File: src/wire_chamber_word_decoder_macros.svh
// Assertion macros for the wire chamber word decoder.
`ifndef WIRE_CHAMBER_WORD_DECODER_MACROS_SVH
`define WIRE_CHAMBER_WORD_DECODER_MACROS_SVH

// Clocked check, disabled while reset is high.
`define WCWD_ASSERT(lbl, clk, rst, prop, msg) \
   lbl: assert property (@(posedge clk) disable iff (rst) prop) else $error(msg);

// Clocked check that also holds through reset.
`define WCWD_ASSERT_ALWAYS(lbl, clk, prop, msg) \
   lbl: assert property (@(posedge clk) prop) else $error(msg);

`endif

File: src/wcwd_pkg.sv
// Types and constants shared by the wire chamber word decoder modules.
package wcwd_pkg;

   localparam int NUM_CHAMBERS = 6;
   localparam int CODE_W       = 4;
   localparam int IDX_W        = 3;
   localparam int CNT_W        = 7;
   localparam int SLOT_W       = 6;
   localparam int WIDTH_W      = 4;
   localparam int CHAN_W       = 10;
   localparam int WORD_W       = 16;
   localparam int SIZE_W       = 13;
   localparam int CSR_IDX_W    = 3;

   localparam logic [WIDTH_W-1:0] WIDTH_NONE = 4'd1;

   typedef enum logic [1:0] {
      OP_READOUT = 2'd0,
      OP_HEADER  = 2'd1,
      OP_CLEAR   = 2'd2
   } op_type;

   typedef enum logic [CSR_IDX_W-1:0] {
      CSR_CODE_X1    = 3'd0,
      CSR_CODE_X2    = 3'd1,
      CSR_CODE_U3    = 3'd2,
      CSR_CODE_V3    = 3'd3,
      CSR_CODE_U4    = 3'd4,
      CSR_CODE_V4    = 3'd5,
      CSR_CODE_DUMMY = 3'd6
   } csr_idx_type;

   typedef logic [CODE_W-1:0] code_arr_type [NUM_CHAMBERS];
   typedef logic [CNT_W-1:0]  cnt_arr_type  [NUM_CHAMBERS];

   typedef struct packed {
      logic                hit_valid;
      logic [IDX_W-1:0]    chamber_index;
      logic [SLOT_W-1:0]   hit_slot;
      logic [CHAN_W-1:0]   wire_channel;
      logic [WIDTH_W-1:0]  cluster_width;
      logic                half_bit;
      logic                halfbit_error;
      logic                missing_channel;
      logic                bad_chamber;
      logic                count_mismatch;
      logic                overflow;
   } rsp_type;

   typedef struct packed {
      logic                pw_we;
      logic [WIDTH_W-1:0]  pw;
      logic                cnt_we;
      logic [IDX_W-1:0]    cnt_idx;
      logic                clear;
   } upd_type;

endpackage

File: src/wire_chamber_word_decoder.sv
// Top level of the wire chamber word decoder.
//
// Channels: req_* carries one item per beat (op, data_word, region_size);
// rsp_* returns exactly one result beat per item, in order. Both use
// valid/stall; a beat moves when valid is high and stall is low.
// csr_* writes the seven chamber code registers, one per cycle; the user must
// write them only while idle (the block does not enforce it). Items pass the
// input register, then decode into the result register. Throughput: one item
// per cycle while rsp_stall is low, set by the single decode pass between them.
// Stall: while rsp_stall holds a waiting result, the input register still
// takes one more item; once it is full, req_stall rises until the result
// beat moves.
// Reset: synchronous, active high; clears both pipeline stages, sets the
// pending width to one, zeroes the per-chamber hit counts and loads the
// default chamber codes (planes 0..5, dummy 6).
module wire_chamber_word_decoder #(
   parameter int unsigned MAX_HITS = 64
) (
   input  logic         clock,
   input  logic         reset,
   input  logic         req_valid,
   output logic         req_stall,
   input  logic [1:0]   req_op,
   input  logic [15:0]  req_data_word,
   input  logic [12:0]  req_region_size,
   output logic         rsp_valid,
   input  logic         rsp_stall,
   output logic         rsp_hit_valid,
   output logic [2:0]   rsp_chamber_index,
   output logic [5:0]   rsp_hit_slot,
   output logic [9:0]   rsp_wire_channel,
   output logic [3:0]   rsp_cluster_width,
   output logic         rsp_half_bit,
   output logic         rsp_halfbit_error,
   output logic         rsp_missing_channel,
   output logic         rsp_bad_chamber,
   output logic         rsp_count_mismatch,
   output logic         rsp_overflow,
   input  logic         csr_we,
   input  logic [2:0]   csr_index,
   input  logic [3:0]   csr_wdata
);

   `include "wire_chamber_word_decoder_macros.svh"

   wcwd_pkg::code_arr_type                codes;
   logic [wcwd_pkg::CODE_W-1:0]           code_dummy;

   logic                                  in_valid_ff;
   logic [1:0]                            in_op_ff;
   logic [wcwd_pkg::WORD_W-1:0]           in_word_ff;
   logic [wcwd_pkg::SIZE_W-1:0]           in_size_ff;

   logic                                  rsp_valid_ff;
   wcwd_pkg::rsp_type                     rsp_ff;
   wcwd_pkg::rsp_type                     rsp_in;
   wcwd_pkg::upd_type                     upd;

   logic [wcwd_pkg::WIDTH_W-1:0]          pw_ff;
   logic [wcwd_pkg::WIDTH_W-1:0]          pw_in;
   wcwd_pkg::cnt_arr_type                 counts_ff;
   wcwd_pkg::cnt_arr_type                 counts_in;

   logic                                  advance;
   logic                                  in_load;
   logic                                  apply;

   wcwd_cfg u_cfg (
      .clock      (clock),
      .reset      (reset),
      .csr_we     (csr_we),
      .csr_index  (csr_index),
      .csr_wdata  (csr_wdata),
      .codes      (codes),
      .code_dummy (code_dummy)
   );

   wcwd_decode #(
      .MAX_HITS (MAX_HITS)
   ) u_decode (
      .op            (in_op_ff),
      .data_word     (in_word_ff),
      .region_size   (in_size_ff),
      .codes         (codes),
      .code_dummy    (code_dummy),
      .pending_width (pw_ff),
      .hit_counts    (counts_ff),
      .rsp           (rsp_in),
      .upd           (upd)
   );

   assign advance   = !rsp_valid_ff || !rsp_stall;
   assign req_stall = in_valid_ff && !advance;
   assign in_load   = !req_stall;
   assign apply     = advance && in_valid_ff;

   always_comb begin
      pw_in     = pw_ff;
      counts_in = counts_ff;
      if (apply) begin
         if (upd.pw_we) begin
            pw_in = upd.pw;
         end
         if (upd.clear) begin
            for (int i = 0; i < wcwd_pkg::NUM_CHAMBERS; i++) begin
               counts_in[i] = '0;
            end
         end else if (upd.cnt_we) begin
            counts_in[upd.cnt_idx] = counts_ff[upd.cnt_idx] + 7'd1;
         end
      end
   end

   always_ff @(posedge clock) begin
      if (reset) begin
         in_valid_ff  <= 1'b0;
         rsp_valid_ff <= 1'b0;
         pw_ff        <= wcwd_pkg::WIDTH_NONE;
         for (int i = 0; i < wcwd_pkg::NUM_CHAMBERS; i++) begin
            counts_ff[i] <= '0;
         end
      end else begin
         if (in_load) begin
            in_valid_ff <= req_valid;
         end
         if (advance) begin
            rsp_valid_ff <= in_valid_ff;
         end
         pw_ff     <= pw_in;
         counts_ff <= counts_in;
      end
   end

   always_ff @(posedge clock) begin
      if (in_load && req_valid) begin
         in_op_ff   <= req_op;
         in_word_ff <= req_data_word;
         in_size_ff <= req_region_size;
      end
      if (apply) begin
         rsp_ff <= rsp_in;
      end
   end

   assign rsp_valid           = rsp_valid_ff;
   assign rsp_hit_valid       = rsp_ff.hit_valid;
   assign rsp_chamber_index   = rsp_ff.chamber_index;
   assign rsp_hit_slot        = rsp_ff.hit_slot;
   assign rsp_wire_channel    = rsp_ff.wire_channel;
   assign rsp_cluster_width   = rsp_ff.cluster_width;
   assign rsp_half_bit        = rsp_ff.half_bit;
   assign rsp_halfbit_error   = rsp_ff.halfbit_error;
   assign rsp_missing_channel = rsp_ff.missing_channel;
   assign rsp_bad_chamber     = rsp_ff.bad_chamber;
   assign rsp_count_mismatch  = rsp_ff.count_mismatch;
   assign rsp_overflow        = rsp_ff.overflow;

   `WCWD_ASSERT(a_hit_excl, clock, reset, rsp_valid && rsp_hit_valid |-> !rsp_overflow && !rsp_bad_chamber && !rsp_count_mismatch, "stored hit reported with an error flag")
   `WCWD_ASSERT(a_stall_full, clock, reset, req_stall |-> in_valid_ff && rsp_valid_ff, "request stalled with room in the pipeline")
   `WCWD_ASSERT_ALWAYS(a_reset_empty, clock, reset |=> !rsp_valid && !req_stall, "pipeline not empty after reset")

endmodule

File: src/wcwd_cfg.sv
// Chamber code registers written through the configuration port.
module wcwd_cfg (
   input  logic                                   clock,
   input  logic                                   reset,
   input  logic                                   csr_we,
   input  logic [wcwd_pkg::CSR_IDX_W-1:0]         csr_index,
   input  logic [wcwd_pkg::CODE_W-1:0]            csr_wdata,
   output wcwd_pkg::code_arr_type                 codes,
   output logic [wcwd_pkg::CODE_W-1:0]            code_dummy
);

   wcwd_pkg::code_arr_type              codes_ff;
   logic [wcwd_pkg::CODE_W-1:0]         dummy_ff;

   always_ff @(posedge clock) begin
      if (reset) begin
         for (int i = 0; i < wcwd_pkg::NUM_CHAMBERS; i++) begin
            codes_ff[i] <= wcwd_pkg::CODE_W'(i);
         end
         dummy_ff <= wcwd_pkg::CODE_W'(wcwd_pkg::NUM_CHAMBERS);
      end else if (csr_we) begin
         unique case (csr_index)
            wcwd_pkg::CSR_CODE_X1:    codes_ff[0] <= csr_wdata;
            wcwd_pkg::CSR_CODE_X2:    codes_ff[1] <= csr_wdata;
            wcwd_pkg::CSR_CODE_U3:    codes_ff[2] <= csr_wdata;
            wcwd_pkg::CSR_CODE_V3:    codes_ff[3] <= csr_wdata;
            wcwd_pkg::CSR_CODE_U4:    codes_ff[4] <= csr_wdata;
            wcwd_pkg::CSR_CODE_V4:    codes_ff[5] <= csr_wdata;
            wcwd_pkg::CSR_CODE_DUMMY: dummy_ff    <= csr_wdata;
            default: ;
         endcase
      end
   end

   assign codes      = codes_ff;
   assign code_dummy = dummy_ff;

endmodule

File: src/wcwd_decode.sv
// Combinational decode of one item against the current decoder state.
module wcwd_decode #(
   parameter int unsigned MAX_HITS = 64
) (
   input  logic [1:0]                          op,
   input  logic [wcwd_pkg::WORD_W-1:0]         data_word,
   input  logic [wcwd_pkg::SIZE_W-1:0]         region_size,
   input  wcwd_pkg::code_arr_type              codes,
   input  logic [wcwd_pkg::CODE_W-1:0]         code_dummy,
   input  logic [wcwd_pkg::WIDTH_W-1:0]        pending_width,
   input  wcwd_pkg::cnt_arr_type               hit_counts,
   output wcwd_pkg::rsp_type                   rsp,
   output wcwd_pkg::upd_type                   upd
);

   logic [wcwd_pkg::CODE_W-1:0]  code;
   logic                         match;
   logic [wcwd_pkg::IDX_W-1:0]   idx;
   logic [wcwd_pkg::CNT_W-1:0]   cnt_sel;
   logic                         pending;

   assign code    = data_word[14:11];
   assign pending = (pending_width != wcwd_pkg::WIDTH_NONE);

   always_comb begin
      match = 1'b0;
      idx   = '0;
      for (int i = wcwd_pkg::NUM_CHAMBERS - 1; i >= 0; i--) begin
         if (codes[i] == code) begin
            match = 1'b1;
            idx   = wcwd_pkg::IDX_W'(i);
         end
      end
   end

   assign cnt_sel = hit_counts[idx];

   always_comb begin
      rsp = '0;
      upd = '0;
      case (op)
         wcwd_pkg::OP_READOUT: begin
            upd.pw_we = 1'b1;
            upd.pw    = wcwd_pkg::WIDTH_NONE;
            if (data_word[15:14] == 2'b11) begin
               rsp.missing_channel = pending;
            end else if (data_word[15]) begin
               rsp.missing_channel = pending;
               upd.pw              = data_word[3:0];
            end else if (match) begin
               rsp.chamber_index = idx;
               rsp.wire_channel  = {data_word[10:6], data_word[5:1]};
               rsp.cluster_width = pending_width;
               rsp.half_bit      = data_word[0];
               rsp.halfbit_error = (data_word[0] == pending_width[0]);
               if (cnt_sel >= wcwd_pkg::CNT_W'(MAX_HITS)) begin
                  rsp.overflow = 1'b1;
               end else begin
                  rsp.hit_valid = 1'b1;
                  rsp.hit_slot  = cnt_sel[wcwd_pkg::SLOT_W-1:0];
                  upd.cnt_we    = 1'b1;
                  upd.cnt_idx   = idx;
               end
            end else if (!(code == code_dummy && (|data_word[10:2]))) begin
               rsp.bad_chamber = 1'b1;
            end
         end
         wcwd_pkg::OP_HEADER: begin
            rsp.count_mismatch = ({1'b0, data_word[11:0]} != (region_size - 13'd1));
            upd.pw_we          = 1'b1;
            upd.pw             = wcwd_pkg::WIDTH_NONE;
         end
         wcwd_pkg::OP_CLEAR: begin
            upd.clear = 1'b1;
         end
         default: ;
      endcase
   end

endmodule
File: config.mk
export PLATFORM = sky130hd
export DESIGN_NAME = wire_chamber_word_decoder
export DESIGN_NICKNAME = d
export VERILOG_FILES = /design/src/wcwd_pkg.sv /design/src/wire_chamber_word_decoder.sv /design/src/wcwd_cfg.sv /design/src/wcwd_decode.sv
export VERILOG_INCLUDE_DIRS = /design/src /design/src/src
export SDC_FILE = /design/constraint.sdc
export NUM_CORES = 1
export LEC_CHECK = 0
export BUFFER_PORTS_ARGS = -buffer_cell sky130_fd_sc_hd__buf_2
export CORE_MARGIN = 2
export CORE_UTILIZATION = 55
export CTS_CLUSTER_DIAMETER = 150
export CTS_CLUSTER_SIZE = 16
export DETAILED_ROUTE_END_ITERATION = 12
export GPL_TIMING_DRIVEN = 0
export PLACE_DENSITY = 0.75
export SYNTH_ARGS = -nofsm -noshare
export SYNTH_HDL_FRONTEND = slang
export SYNTH_SLANG_ARGS = --single-unit
File: constraint.sdc
create_clock -name clock -period 4.3 [get_ports clock]
set_input_delay 0.43 -clock clock [delete_from_list [all_inputs] [get_ports clock]]
set_output_delay 0.43 -clock clock [all_outputs]
set_load 0.05 [all_outputs]
# After elaboration in Yosys (flattened, before gate mapping)
# Index checks and enable logic that the tools add are counted.
[word_totals] reg_bits=137 out_inout_bits=32
[op_classes] add_sub_neg=2 magnitude_cmp=4 n_eq_ne=19 mux=36 bitwise_logic=4 n_reduce_logical=26
[op_table] cell="$mux 42" n=2
[op_table] cell="$bmux 7 s3" n=2
[op_table] cell="$bwmux 42" n=1
[op_table] cell="$mux 7" n=5
[op_table] cell="$eq 4x4->1" n=7
[op_table] cell="$demux 7 s3" n=1
[op_table] cell="$mux 4" n=5
[op_table] cell="$mux 3" n=6
[op_table] cell="$reduce_and 2->1" n=9
[op_table] cell="$ne 12x13->1" n=1
[op_table] cell="$sub 13x1->13 const B" n=1
[op_table] cell="$mux 1" n=12
[op_table] cell="$pmux 5 s2" n=1
[op_table] cell="$eq 3x3->1 const B" n=3
[op_table] cell="$reduce_or 9->1" n=1
[op_table] cell="$ge 4x4->1 const B" n=2
[op_table] cell="$mux 8" n=1
[op_table] cell="$not 3->4" n=2
[op_table] cell="$reduce_or 4->1" n=2
[op_table] cell="$add 7x1->7 const B" n=1
[op_table] cell="$ge 7x7->1 const B" n=1
[op_table] cell="$eq 3x2->1 const B" n=2
[op_table] cell="$logic_and 1x1->1" n=5
[op_table] cell="$reduce_or 5->1" n=1
[op_table] cell="other kinds (12)" n=17

# Longest topological paths before layout
[logic_depth] word_depth=25 depth_mapped=16

# Cells and area by module
# Synthesis repeated with hierarchy kept, for this count alone.
[unflattened] hier_cells=597 area_unflattened_um2=6786.5
[by_module_without_submodules] mod="wire_chamber_word_decoder" n_inst=1 cells_per_inst=283 area_each_um2=4125.2 seq_area_each_um2=2792.7
[by_module_without_submodules] mod="wcwd_decode" n_inst=1 cells_per_inst=206 area_each_um2=1498.9 seq_area_each_um2=0.0
[by_module_without_submodules] mod="wcwd_cfg" n_inst=1 cells_per_inst=108 area_each_um2=1162.4 seq_area_each_um2=560.5

# Worst setup path after synthesis
# No wires, ideal clock.
[synth_timing] path_type="flip-flop to flip-flop" startpoint="reg in_word_ff[14] (netlist name)" endpoint="reg counts_ff[11] (netlist name)" setup_time_ns=0.087 arrival_ns=3.300 required_ns=4.213 setup_slack_ns=0.913 path_stages_with_launch=16 path_buffers=2 cell_sequence="edfxtp_1 -> buf_6 -> xor2_2 -> or4_4 -> buf_6 -> nand2_4 -> o221ai_2 -> a31oi_4 -> a21oi_2 -> a2111oi_4 -> nor2_1 -> ha_1 -> inv_1 -> nor3_4 -> xor2_2 -> o31ai_1"
[synth_via] elab_chain_cells=25
[synth_rtl] element="from (decl)" line="wire_chamber_word_decoder.sv:51" source="logic [wcwd_pkg::WORD_W-1:0] in_word_ff;"
[synth_rtl] element="from (signal assigned)" line="wire_chamber_word_decoder.sv:137" source="in_word_ff <= req_data_word;"
[synth_rtl] element="$eq 4x4->1" line="wcwd_decode.sv:29" source="if (codes[i] == code) begin"
[synth_rtl] element="$mux 3 (6 in a row)" line="wcwd_decode.sv:29"
[synth_rtl] element="$not 3->4 (implied by the code)" line="wcwd_decode.sv:36" source="assign cnt_sel = hit_counts[idx];"
[synth_rtl] element="$bmux 7 s3" line="wcwd_decode.sv:36"
[synth_rtl] element="$mux 7 (implied by the code) (2 in a row)" line="wcwd_decode.sv:36"
[synth_rtl] element="$ge 7x7->1" line="wcwd_decode.sv:56" source="if (cnt_sel >= wcwd_pkg::CNT_W'(MAX_HITS)) begin"
[synth_rtl] element="$mux 4" line="wcwd_decode.sv:56"
[synth_rtl] element="$mux 4" line="wcwd_decode.sv:50" source="end else if (match) begin"
[synth_rtl] element="(+3 left out)"
[synth_rtl] element="$not 3->4 (implied by the code)" line="wire_chamber_word_decoder.sv:109" source="counts_in[upd.cnt_idx] = counts_ff[upd.cnt_idx] + 7'd1;"
[synth_rtl] element="$bmux 7 s3 (tied with other cells)" line="wire_chamber_word_decoder.sv:109"
[synth_rtl] element="$mux 7 (implied by the code) or $logic_and 1x1->1 (tied branches)" line="wire_chamber_word_decoder.sv:109"
[synth_rtl] element="$mux 7 (implied by the code)" line="wire_chamber_word_decoder.sv:109"
[synth_rtl] element="$add 7x1->7 or $demux 7 s3 (tied branches)" line="wire_chamber_word_decoder.sv:109"
[synth_rtl] element="$bwmux 42" line="wire_chamber_word_decoder.sv:109"
[synth_rtl] element="$mux 42" line="wire_chamber_word_decoder.sv:108" source="end else if (upd.cnt_we) begin"
[synth_rtl] element="$mux 42" line="wire_chamber_word_decoder.sv:104" source="if (upd.clear) begin"
[synth_rtl] element="to (signal assigned)" line="wire_chamber_word_decoder.sv:130" source="counts_ff <= counts_in;"
[synth_rtl] element="to (decl)" line="wire_chamber_word_decoder.sv:61" source="wcwd_pkg::cnt_arr_type counts_ff;"
# Every way passes the cells marked *; elsewhere a longest branch is shown, timed or not. The select of a mux whose other input is x is not followed.
# A chain may end at the register's enable or synchronous reset.

# Final worst setup path
[layout_timing] startpoint="reg in_word_ff[11] (netlist name)" endpoint="reg counts_ff[40] (netlist name)"
[layout_via] elab_chain_cells=25
[layout_rtl] element="$eq 4x4->1" line="wcwd_decode.sv:29"
[layout_rtl] element="$mux 3 (6 in a row)" line="wcwd_decode.sv:29"
[layout_rtl] element="$not 3->4 (implied by the code)" line="wcwd_decode.sv:36"
[layout_rtl] element="$bmux 7 s3" line="wcwd_decode.sv:36"
[layout_rtl] element="$mux 7 (implied by the code) (2 in a row)" line="wcwd_decode.sv:36"
[layout_rtl] element="$ge 7x7->1" line="wcwd_decode.sv:56"
[layout_rtl] element="$mux 4" line="wcwd_decode.sv:56"
[layout_rtl] element="$mux 4 (*)" line="wcwd_decode.sv:50"
[layout_rtl] element="(+3 left out)"
[layout_rtl] element="$not 3->4 (implied by the code)" line="wire_chamber_word_decoder.sv:109"
[layout_rtl] element="$bmux 7 s3 (tied with other cells)" line="wire_chamber_word_decoder.sv:109"
[layout_rtl] element="$mux 7 (implied by the code) or $logic_and 1x1->1 (tied branches)" line="wire_chamber_word_decoder.sv:109"
[layout_rtl] element="$mux 7 (implied by the code)" line="wire_chamber_word_decoder.sv:109"
[layout_rtl] element="$add 7x1->7 or $demux 7 s3 (tied branches)" line="wire_chamber_word_decoder.sv:109"
[layout_rtl] element="$bwmux 42" line="wire_chamber_word_decoder.sv:109"
[layout_rtl] element="$mux 42" line="wire_chamber_word_decoder.sv:108"
[layout_rtl] element="$mux 42" line="wire_chamber_word_decoder.sv:104"
# Marks and branches as above.

==> run metrics <==
initial antenna violation count 0; Detailed Route WL approximately 20 mm; Sequential Power Share around 46%; drt pass-1 iters 7; final hold violations 0; CP Max Fanout 10; Comb power frac a little under an eighth; Sw Share around a quarter; Avg WL per Cell approximately 20 um; Hold Crit Class input pin to register; FF-to-FF End counts_ff[40]; worst slew pin tran between 1 and 1.5 ns; Avg Cell Area, Syn around 9.9 um2; Worst R2R Path Depth 10; CP Launch Point in_word_ff[11]; min cycle time layout 4.311 ns; failing checks setup timing; DR vias roughly 6,000; Netlist cell types 74; Top-Level Pins 75; Clk network pwr share 42.5%; R2R Path Start in_word_ff[11]; Die H approximately 120 um; CTS tree yes; width of the die roughly 120 um; hpwl dp 14.08 mm; Cells after Synth slightly above 700; Inst Count DP 952; largest net degree at the start of global routing 38; FMAX approximately 230 MHz; Setup Crit Path Kind register to register; gr ovfl total 0; Initial Util 55.96%; fraction of registers with async set/reset 0%; period utilization 100.3%; Clock Pin Slew Worst Setup and Hold Paths 0.06 ns; NetSw between 800 and 900 uW; cell taking the most area after synthesis edfxtp_1; Worst Hold Margin between 0.15 and 0.2 ns; Synth top area share between 20% and 30%; Internal Pwr Total ~2.3 mW; Longest Clk Path Bufs 2; Clock Sinks approximately 140; Layout Cells excl Fill slightly below 1,000; Crit path required time 4.63 ns; CP endpoint kind register; final setup vio count 1; crit path to counts_ff[40]; most common cell after layout, fill and taps aside nor2_1; Routed Antenna Nets 0; Rel. slew slack 8.393%; Synth Cell Area roughly 7000 um2; die area around 14,000 um2; crit path DAT around 4.6 ns; maximum VDD drop 0.3538 mV; CP startpoint kind register; most frequent cells in the layout 81 x nor2_1, 77 x nand2_1, 76 x dfxtp_1; layout cell share with drive strength beyond 1 between 10% and 20%; maxcap violations 0; Root Driver clkbuf_16; Max Slew Vio Count 0; Primary FF master, synth dfxtp_1; Worst Skew ~0.008 ns; H-tree depth 4; Clock Latency Late Sink about 0.43 ns; outcome finished, violations left; Core Footprint 12,520 um2; vias in the first global route slightly below 6,000; r2r setup slk -0.01 ns; RSZ-0062 raised after global routing yes; Final GP Congestion between 0.9 and 1; Layout area overhead 17.40%; Iter 0 DRT Violations 753; Lkg Pwr 2.893 nW; first-pass GRT wire length roughly 31 mm; register area share after synthesis ~48%; Final nets between 800 and 900; EDFF count, synth 61; Buffers on Ports 72; top cells by area, synth edfxtp_1 26%, dfxtp_1 22%, nor2_1 4.3%; PD cells between 300 and 400 nW/um2; flops & latches, synth 137; row cnt between 40 and 50; DR DRC count 0; TritonCTS Buffers 17; hold buffer count at cts 0; vias per inst approximately 6.1; synthesized net count 752; Total Routing Usage GR between 30% and 40%; YS warnings 0; final setup margin -0.01135 ns; Layout Utilization around two thirds
## cells in the mapped netlist, drive strengths merged, types with 6 or more instances
master / number
a211o: 10
a21oi: 25
a22oi: 20
a31oi: 9
and2: 20
buf: 7
clkbuf: 23
dfxtp: 76
edfxtp: 61
inv: 11
mux2i: 23
nand2: 78
nand3: 35
nand3b: 17
nand4: 9
nand4b: 6
nor2: 81
nor2b: 8
nor3: 27
nor4: 9
o211ai: 7
o21ai: 21
o311ai: 6
o31ai: 12
or3: 6
xnor2: 30
xor2: 16
## critical path, cell delays in order, from the launching register on
cell and delay (ns):
edfxtp_1 0.35, buf_4 0.20, xor2_2 0.19, nor4_4 0.55, nor2_1 0.16, a31oi_1 0.68, o21ai_1 0.33, clkbuf_1 0.33
nor3_1 1.02, nand2_1 0.12, o311ai_1 0.27
## cells by family (layout without fill, tap and decap cells)
logic type	after synthesis	count (layout)	synth area share, %
compound gates	135	135	15.04
mux	24	24	3.448
xor+xnor	46	46	6.074
other cells	0	1	0
flops	137	137	47.87
fa+ha+maj	2	2	0.3572
simple gates	320	320	24.38
buf+inv	43	151	2.822
## power by group through the flow
stage	Combinational, mW	Clock [mW]	Sequential, mW
6_report	0.367	1.33	1.43
5_1_grt	0.391	1.40	1.44
2_1_floorplan	0.196	0	1.50
3_5_place_dp	0.353	0	1.46
3_3_place_gp	0.340	0	1.46
4_1_cts	0.356	1.33	1.43
## routing by layer
metal	global-route usage, %	up-vias	wire length (um)
met5	0	-	0
met4	16.16	0	822
met3	7.261	75	1677
met2	46.32	311	9174
met1	40.61	2853	8262
li1	-	2807	-
## sequential cells by signal, indices dropped and copies added (netlist names)
signal / count
counts_ff: 42
u_cfg.codes: 24
in_word_ff: 16
in_size_ff: 13
rsp_wire_channel: 10
rsp_hit_slot: 6
pw_ff: 4
rsp_cluster_width: 4
u_cfg.code_dummy: 4
rsp_chamber_index: 3
in_op_ff: 2
in_valid_ff: 1
rsp_bad_chamber: 1
rsp_count_mismatch: 1
rsp_half_bit: 1
rsp_halfbit_error: 1
rsp_hit_valid: 1
rsp_missing_channel: 1
rsp_overflow: 1
rsp_valid: 1
## layout make-up
type,instances,area [um2]
inverter,13,53.80
fill,1046,4294
sequential,137,3353
clock inverter,6,40.04
multi-input combinational,527,3505
tap,172,215.2
clock buffer,26,499.2
timing repair buffer,76,410.4
buffer,30,143.9
antenna,1,2.502
## stage by stage
| stage | setup slack, ns | TNS (ns) | power [mW] | area, um2 |
|---|---|---|---|---|
| after floorplan | 0.9127 | 0 | 1.699 | 7004 |
| after global placement | 0.1672 | 0 | 1.797 | 7580 |
| after detailed placement | 0.1201 | 0 | 1.811 | 7610 |
| after CTS | 0.07297 | 0 | 3.121 | 8149 |
| after global routing | -0.1791 | -1.369 | 3.230 | 8220 |
| final | -0.01135 | -0.01135 | 3.128 | 8223 |
## what timing repair did
item | 4_1_cts | 5_1_grt
buffers inserted | 0 | 3
endpoints found under the hold margin | 0 | 0
resized for setup | 0 | 8
setup endpoints to repair | 0 | 27
## worst min-delay path by stage
stage / startpoint / endpoint / slack [ns] / cells after the start
after CTS: req_region_size[2] / in_size_ff[2] / 0.17 / 1
final: req_data_word[6] / in_word_ff[6] / 0.18 / 1
after detailed placement: counts_ff[41] / counts_ff[41] / 0.46 / 2
after floorplan: counts_ff[31] / counts_ff[31] / 0.43 / 2
after global placement: counts_ff[41] / counts_ff[41] / 0.45 / 2
after global routing: req_op[0] / in_op_ff[0] / 0.16 / 1
(Power assumes the default switching activity.)
